==> src/rtl/sci_pkg.sv <==
// Shared types for the segment/circle intersection pipeline.
// No dependencies.
`timescale 1ns / 1ps
`default_nettype none
package sci_pkg;

  typedef struct packed {
    logic en;
  } sci_pipe_t;

endpackage
`default_nettype wire

==> src/rtl/sci_isqrt.sv <==
// Pipelined integer square root, one result bit per register stage.
// Depends on sci_pkg for the pipeline control struct.
`timescale 1ns / 1ps
`default_nettype none
module sci_isqrt #(
  parameter int IW = 52
) (
  input  wire logic                clk,
  input  wire sci_pkg::sci_pipe_t  ctl,
  input  wire logic [IW-1:0]       din,
  output logic      [IW/2-1:0]     root
);
  localparam int RW = IW / 2;

  logic [RW:0]   rem_q  [RW+1];
  logic [RW-1:0] root_q [RW+1];
  logic [IW-1:0] x_q    [RW+1];

  always_comb begin
    rem_q[0]  = '0;
    root_q[0] = '0;
    x_q[0]    = din;
  end

  for (genvar i = 0; i < RW; i++) begin : g_stage
    logic [RW+1:0] r2;
    logic [RW+1:0] trial;
    logic [RW+1:0] diff;
    logic          ge;
    always_comb begin
      r2    = {rem_q[i][RW-1:0], x_q[i][IW-1:IW-2]};
      trial = {root_q[i], 2'b01};
      ge    = r2 >= trial;
      diff  = r2 - trial;
    end
    always_ff @(posedge clk) begin
      if (ctl.en) begin
        rem_q[i+1]  <= ge ? diff[RW:0] : r2[RW:0];
        root_q[i+1] <= {root_q[i][RW-2:0], ge};
        x_q[i+1]    <= {x_q[i][IW-3:0], 2'b00};
      end
    end
  end

  assign root = root_q[RW];
endmodule
`default_nettype wire

==> config.mk <==
export PLATFORM = sky130hd
export DESIGN_NAME = sci_isqrt
export DESIGN_NICKNAME = d
export VERILOG_FILES = /design/src/rtl/sci_pkg.sv /design/src/rtl/sci_isqrt.sv
export SDC_FILE = /design/constraint.sdc
export NUM_CORES = 2
export LEC_CHECK = 0
export BUFFER_PORTS_ARGS = -buffer_cell sky130_fd_sc_hd__buf_2
export CAP_MARGIN = 20
export CORE_UTILIZATION = 50
export DETAILED_ROUTE_END_ITERATION = 8
export PLACE_DENSITY = 0.62
export SYNTH_ARGS = -nofsm -noshare
export SYNTH_HDL_FRONTEND = slang
export SYNTH_SLANG_ARGS = --single-unit
==> constraint.sdc <==
create_clock -name clk -period 7.05 [get_ports clk]
set_input_delay 0.3525 -clock clk [delete_from_list [all_inputs] [get_ports clk]]
set_output_delay 0.3525 -clock clk [all_outputs]
set_load 0.1 [all_outputs]
==> flow_metrics.env <==
export IMPL_cts_resized=0
export IMPL_path_class="flop to flop"
export IMPL_async_flop_share_pct=0
export IMPL_synth_seq_cells=1616
export IMPL_start_util_pct=50.4
export IMPL_syn_nets=6081
export IMPL_power_density_nw_per_um2=323
export IMPL_dr_pass1_iters=5
export IMPL_dp_cells=7605
export IMPL_final_max_slew_violation_count=0
export IMPL_dpl_cell_area_sq_um=77300
export IMPL_die_w_um=388
export IMPL_grt_pass1_vias=42443
export IMPL_crit_path_end_kind="flop"
export IMPL_hold_viol=0
export IMPL_antenna_found_initial=0
export IMPL_crit_fanout=30
export IMPL_cts_clk_slew_worst_paths_ns=0.06
export IMPL_power_mw=26.9
export IMPL_die_h_um=388
export IMPL_cts_buffer_depth=3
export IMPL_antenna_left=0
export IMPL_clock_root_buffer="clkbuf_16"
export IMPL_io_pins=80
export IMPL_rsz0062_at_grt="no"
export IMPL_finalCritPeriodShare_pct=57.0
export IMPL_track_usage_pct=18.1
export IMPL_antenna_cells=0
export IMPL_overflow=0
export IMPL_synth_top_area_share_pct=65.2
export IMPL_fin_area_sq_um=83400
export IMPL_nets=6333
export IMPL_synth_distinct_cells=88
export IMPL_timing_fmax_mhz=249
export IMPL_synth_area_sq_um=74400
export IMPL_cts_buffers=168
export IMPL_cp_arrival_ns=4.57
export IMPL_num_rows=141
export IMPL_grt_pass1_wl_mm=219
export IMPL_layoutNonFillerInstCount=7971
export IMPL_wl_per_cell_um=17.0
export IMPL_yosysMostFrequentCell="edfxtp_1"
export IMPL_relSlewSlack_pct=32.2
export IMPL_htreeDepth=4
export IMPL_status="completed"
export IMPL_synth_seq_area_share_pct=65.2
export IMPL_fin_crit_ns=4.02
export IMPL_worst_slew_pin_slew_ns=1.02
export IMPL_synth_edf_count=1616
export IMPL_finalSetupViolCount=0
export IMPL_core_area_sq_um=148000
export IMPL_peakVddDrop_mv=0.317
export IMPL_synth_area_leaders="edfxtp_1 (65%), ha_1 (6.4%), xnor2_1 (3.0%)"
export IMPL_yosys_warnings=0
export IMPL_placement_io_buffers=79
export IMPL_required_ns=7.60
export IMPL_cts_tree="built"
export IMPL_yosys_area_top_type="edfxtp_1"
export IMPL_max_cap_violations=0
export IMPL_clk_latency_ns=0.81
export IMPL_gp_congestion=0.879
export IMPL_dp_slack_ns=3.11
export IMPL_cts_setup_buffers=0
export IMPL_vias=43008
export IMPL_leakagePower_nw=32.1
export IMPL_avgSynthCellArea_sq_um=13.2
export IMPL_die_area_sq_um=150000
export IMPL_worst_slack_ns=3.03
export IMPL_drcViolationCount=0
export IMPL_synth_cells=5648
export IMPL_synthToLayoutAreaGrowth_pct=12.1
export IMPL_cts_sinks=1616
export IMPL_final_setup_tns_ns=0
export IMPL_drive_above_1_share_pct=7.70
export IMPL_synth_commonest_cells="edfxtp_1 (1,616), inv_1 (459), nand2_1 (401)"
export IMPL_grt_max_degree=189
export IMPL_drtIter0Drc=2659
export IMPL_finClkSkew_ns=0.0453
export IMPL_dp_final_hpwl_mm=95.1
export IMPL_routed_wl_mm=136
export IMPL_synth_ff_type="edfxtp_1"
export IMPL_vias_per_cell=5.40
export IMPL_start_kind="flop"
export IMPL_hold_path_class="primary input to flop"
## cells by family after synthesis
family / count (synthesis) / share of synthesized area [%]
buf+inv: 550 / 2.81
simple gates: 1420 / 9.44
fa+ha+maj: 379 / 6.38
mux: 67 / 0.993
xor+xnor: 497 / 5.85
other cells: 1 / 0.00504
flops: 1616 / 65.2
compound gates: 1118 / 9.28
## cells in the final DEF, fill, tap and decap left out, types with 76 or more instances in the layout
cell type,n
ha_1,379
a21oi_1,355
nand2b_1,76
nor3_1,138
inv_1,459
edfxtp_1,1616
o21ai_0,291
clkbuf_16,169
a21o_1,144
nand2_1,401
o21a_1,77
xnor2_1,257
buf_2,79
xor2_1,240
nor2_1,318
## timing repair
action | in CTS | in global routing
hold endpoints to repair | 53 | 0
setup endpoints to repair | 0 | 0
hold buffers | 53 | 0
## critical path: stages, from the launching register on
cell	delay, ns
edfxtp_1	0.40
ha_1	0.38
a211oi_1	0.27
nor2_1	0.11
o21ai_0	0.36
o211ai_1	0.20
a41oi_1	0.49
a22oi_1	0.12
buf_4	0.20
nor2_2	0.43
buf_4	0.40
inv_1	0.14
mux2_2	0.28
## metal layers
layer	track usage, %	wire length, um
met4	5.92	3430
met5	0	0
met2	30.6	66100
met3	3.20	5870
met1	23.7	60300
## metrics by stage
step	util (%)	hold slack [ns]
floorplan	-	0.400
global placement	52.3	0.400
detailed placement	52.3	0.405
finish	56.5	0.114
CTS	56.5	0.0933
global route	56.5	0.124
## sequential cells by signal, indices dropped and copies added, names as in the netlist
register	count
g_stage.r2	665
g_stage.trial	325
root	26
x_q	600
## final timing paths
| path | from | endpoint | slack, ns | depth (start not counted) |
|---|---|---|---|---|
| max | g_stage[23].r2[9] | g_stage[24].r2[24] | 3.03 | 12 |
| min reg2reg | x_q[669] | x_q[619] | 0.40 | 0 |
| max reg2reg | g_stage[23].r2[9] | g_stage[24].r2[24] | 3.03 | 12 |
| min | ctl | x_q[1253] | 0.11 | 1 |
## cell type report
cell class | instances | area [sq um]
Fill cell | 11985 | 64300
Clock inverter | 103 | 1180
Clock buffer | 208 | 4380
Timing Repair Buffer | 171 | 1320
Multi-Input combinational cell | 3482 | 23800
Sequential cell | 1616 | 48500
Inverter | 461 | 1730
Tap cell | 1930 | 2410
## report_power, final
group / switching (mW) / internal (mW)
clock network: 3.70 / 5.05
logic: 3.04 / 2.25
registers: 0.722 / 12.2
No activity file was read; power rests on OpenSTA's default activity.
