<file path="src/rtl/sci_pkg.sv">
// Shared types for the segment/circle intersection pipeline.
// No dependencies.
`timescale 1ns / 1ps
`default_nettype none
package sci_pkg;

  typedef struct packed {
    logic en;
  } sci_pipe_t;

endpackage
`default_nettype wire

</file>
<file path="src/rtl/sci_div.sv">
// Pipelined restoring divider for a numerator below the divisor,
// one quotient bit per register stage. Depends on sci_pkg.
`timescale 1ns / 1ps
`default_nettype none
module sci_div #(
  parameter int AW = 26,
  parameter int QW = 16
) (
  input  wire logic               clk,
  input  wire sci_pkg::sci_pipe_t ctl,
  input  wire logic [AW-1:0]      num,
  input  wire logic [AW-1:0]      den,
  output logic      [QW-1:0]      quo
);
  logic [AW-1:0] rem_q [QW+1];
  logic [AW-1:0] den_q [QW+1];
  logic [QW-1:0] quo_q [QW+1];

  always_comb begin
    rem_q[0] = num;
    den_q[0] = den;
    quo_q[0] = '0;
  end

  for (genvar i = 0; i < QW; i++) begin : g_stage
    logic [AW:0] r2;
    logic [AW:0] diff;
    logic        ge;
    always_comb begin
      r2   = {rem_q[i], 1'b0};
      ge   = r2 >= {1'b0, den_q[i]};
      diff = r2 - {1'b0, den_q[i]};
    end
    always_ff @(posedge clk) begin
      if (ctl.en) begin
        rem_q[i+1] <= ge ? diff[AW-1:0] : r2[AW-1:0];
        den_q[i+1] <= den_q[i];
        quo_q[i+1] <= {quo_q[i][QW-2:0], ge};
      end
    end
  end

  assign quo = quo_q[QW];
endmodule
`default_nettype wire
</file>
<file path="config.mk">
export PLATFORM = sky130hd
export DESIGN_NAME = sci_div
export DESIGN_NICKNAME = d
export VERILOG_FILES = /design/src/rtl/sci_pkg.sv /design/src/rtl/sci_div.sv
export SDC_FILE = /design/constraint.sdc
export NUM_CORES = 2
export LEC_CHECK = 0
export BUFFER_PORTS_ARGS = -buffer_cell sky130_fd_sc_hd__buf_2
export CAP_MARGIN = 10
export CORE_ASPECT_RATIO = 0.7
export CORE_MARGIN = 2
export CORE_UTILIZATION = 45
export DETAILED_ROUTE_END_ITERATION = 7
export PLACE_DENSITY = 0.66
export RECOVER_POWER = 100
export REMOVE_ABC_BUFFERS = 1
export SLEW_MARGIN = 30
export SYNTH_ARGS = -nofsm -noshare
export SYNTH_HDL_FRONTEND = slang
export SYNTH_SLANG_ARGS = --single-unit
</file>
<file path="constraint.sdc">
create_clock -name clk -period 7.3 [get_ports clk]
set_input_delay 1.46 -clock clk [delete_from_list [all_inputs] [get_ports clk]]
set_output_delay 1.46 -clock clk [all_outputs]
set_load 0.01 [all_outputs]
</file>
==> flow_summary.yaml <==
global_routing:
  grt_pass1_wl_mm: 200
  grt_use_total: 0.210
  grt_overflow_total: 0
  antenna_found_initial: 1
  grt_max_degree: 176
  grt_pass1_vias: 33341
routing:
  vias_per_cell: 5.71
  routedWlPerCell_um: 20.2
  drtIter0Drc: 4318
  antenna_left: 0
  vias: 36969
  drt_drc_violations_left: 0
  finalWirelength_mm: 131
  first_pass_iters: 6
worst_hold_path:
  hold_class: "register to register"
  hold_end: "quo_q[67]"
  min-delay-start: "quo_q[82]"
  hold_path_depth: 0
placed_design:
  pre_cts_ws_ns: 2.05
  place_congestion: 0.926
  portBuffers: 69
  place_area_um2: 55700
  place_hpwl_mm: 97.9
setup_path:
  cp_cell_sequence: "inv_1 -> ha_1 -> nor2b_1 -> o31a_1 -> o311ai_0 -> nand4_1 -> a41oi_1 -> a21boi_0 -> o21ai_0 -> nand2_1 -> mux2_2"
  cp-startpoint: "den_q[261]"
  cp.required_ns: 7.72
  crit_path_max_fanout: 26
  end_kind: "register"
  cp_slowest_stage_delay_ns: 1.15
  critPathArrivalTime_ns: 6.27
  crit_slowest_cell: "o311ai_0"
  r2r-start: "den_q[261]"
  r2r-end: "g_stage[7].r2[25]"
  start_kind: "register"
  timing_worst_setup_path_type: "register to register"
  ff2ff_setup_slack_ns: 1.45
  r2r_cells: 11
yosys:
  netlist.area_leader.share: 0.512
  ys_ff_latch: 916
  synth_area_um2: 53700
  synthCells: 4770
  synth_edf_count: 916
  synth-main-ff-cell: "edfxtp_1"
  async_reset_ff_frac: 0
  syn_area_per_cell_um2: 11.3
  synth_cell_type_count: 101
  yosysWarnings: 0
  ys_seq_area_frac: 0.512
  netlist_top_cells_area: "edfxtp_1 (51%), ha_1 (9.7%), a21oi_1 (3.5%), inv_1 (3.5%), mux2_2 (3.3%)"
  synth_top_cell_by_area: "edfxtp_1"
run:
  timing.max_cap.violations: 18
final_layout:
  multi_input_area_um2: 23500
  final_common_cell: "edfxtp_1"
  drive_gt1_frac: 0.0788
  nFillCells: 10472
  final_cell_area_um2: 58500
  layout_common_cells: "edfxtp_1 (916), inv_1 (501), ha_1 (415)"
  area_growth_pct: 8.93
  seq_area_um2: 27500
  utilization: 0.497
  layout.nets: 5325
cts:
  cts.path.max_buffers: 3
  postCtsSetupBuffers: 0
  htreeDepth: 3
  clk_latency_ns: 0.73
  root_buffer: "clkbuf_16"
  clock-sinks: 916
  numCtsBuffers: 96
  cts_tree: "yes"
  ctsResizeCount: 0
  cts.reportedPaths.clkPinSlew_ns: 0.06
  cts_hold_buffers: 0
outcome:
  status: "complete, but fails checks"
  violations: "capacitance limit, slew limit"
sta:
  fin_crit_sh: 0.801
  worst_slack_ns: 1.45
  slew_headroom: -2.08
  finalHoldViolCount: 0
  rsz0062_at_grt: "no"
  period_needed_ns: 5.85
  timing.fmax_ghz: 0.171
  setup_viol: 0
  slew_violations: 1272
  skew_ns: 0.0575
  worst_pin_slew_ns: 4.63
  final.setup.tns_ns: 0
power_and_ir_drop:
  ir_worst_vdd_uv: 207
  cellPowerDensity_nw_per_um2: 447
  cellLeakagePower_uw: 0.0239
  p_total_uw: 26200
floorplanning:
  core_um2: 118000
  rows: 105
  start_util: 0.456
  die_area_um2: 122000
  die_h_um: 293
  io_pins: 70
  fp.dieW_um: 417
[synth_stat cells, drive strengths merged, types with 8 or more instances]
library cell / n
a2111oi: 18
a211o: 15
a211oi: 22
a21boi: 17
a21o: 194
a21oi: 382
a221oi: 14
a311oi: 8
a31o: 15
a31oi: 51
a41oi: 9
and2: 30
and3: 45
buf: 66
clkbuf: 57
edfxtp: 916
fa: 15
ha: 415
inv: 502
mux2: 198
mux2i: 9
nand2: 306
nand2b: 39
nand3: 67
nand4: 65
nor2: 288
nor2b: 44
nor3: 51
nor4: 17
o2111ai: 8
o211ai: 25
o21a: 52
o21ai: 277
o21bai: 43
o22ai: 9
o311ai: 8
o31a: 13
o31ai: 26
or2: 11
or3: 18
xnor2: 175
xor2: 148
[sequential cells by signal (all words and copies together), names as in the netlist]
signal	count
quo	16
den_q	390
quo_q	120
g_stage.r2	390
[logic make-up (layout without fill, tap and decap cells)]
group	Yosys count	in the layout	synth area share
xor+xnor	323	323	0.0527
fa+ha+maj	430	430	0.102
other cells	0	3	0
buf+inv	625	776	0.0478
simple gates	1020	1020	0.0905
flops	916	916	0.512
compound gates	1249	1249	0.149
mux	207	207	0.0454
[stage by stage]
stage / std cells / hold WS (ns)
floorplan: 4647 / 0.400
global route: 6472 / 0.419
global placement: 6294 / 0.402
finish: 6475 / 0.384
CTS: 6472 / 0.405
detailed placement: 6294 / 0.405
[power breakdown]
part / switching, µW / total [µW] / internal, µW
clock: 2160 / 5070 / 2900
sequential: 781 / 8700 / 7910
combinational: 7230 / 12400 / 5180
total: 10200 / 26200 / 16000
[layer usage]
metal	track usage	routed length, µm	up-vias
met1	0.363	69900	17797
met3	0.0769	15200	127
met2	0.234	43700	1369
li1	-	-	17676
met5	0	0	-
met4	0.0377	1920	0
[worst max path at each step]
stage / endpoint / slack, ns / cells past startpoint
6_report: g_stage[7].r2[25] / 1.45 / 11
5_1_grt: g_stage[3].r2[20] / 1.36 / 11
4_1_cts: g_stage[1].r2[2] / 2.83 / 10
3_5_place_dp: g_stage[1].r2[2] / 2.05 / 10
3_3_place_gp: g_stage[1].r2[2] / 2.04 / 10
2_1_floorplan: g_stage[3].r2[2] / 3.01 / 9
[critical path: cells and delay by family (launching register included)]
kind,cells,cell delay (ns)
AND/OR/NAND/NOR,3,1.38
multiplexers,1,0.59
flip-flops,1,0.38
adder cells (fa/ha/maj),1,0.27
AO/OA/AOI/OAI,5,2.80
buffers and inverters,1,0.12
[area by class of cell]
type	count	area share
diodes	3	0.000128
clock buffers	111	0.0431
clock inverters	67	0.0118
inverters	502	0.0322
multi-input cells	3229	0.402
flip-flops and latches	916	0.470
well taps	1551	0.0332
repair buffers	96	0.00774
(Power assumes the default switching activity.)
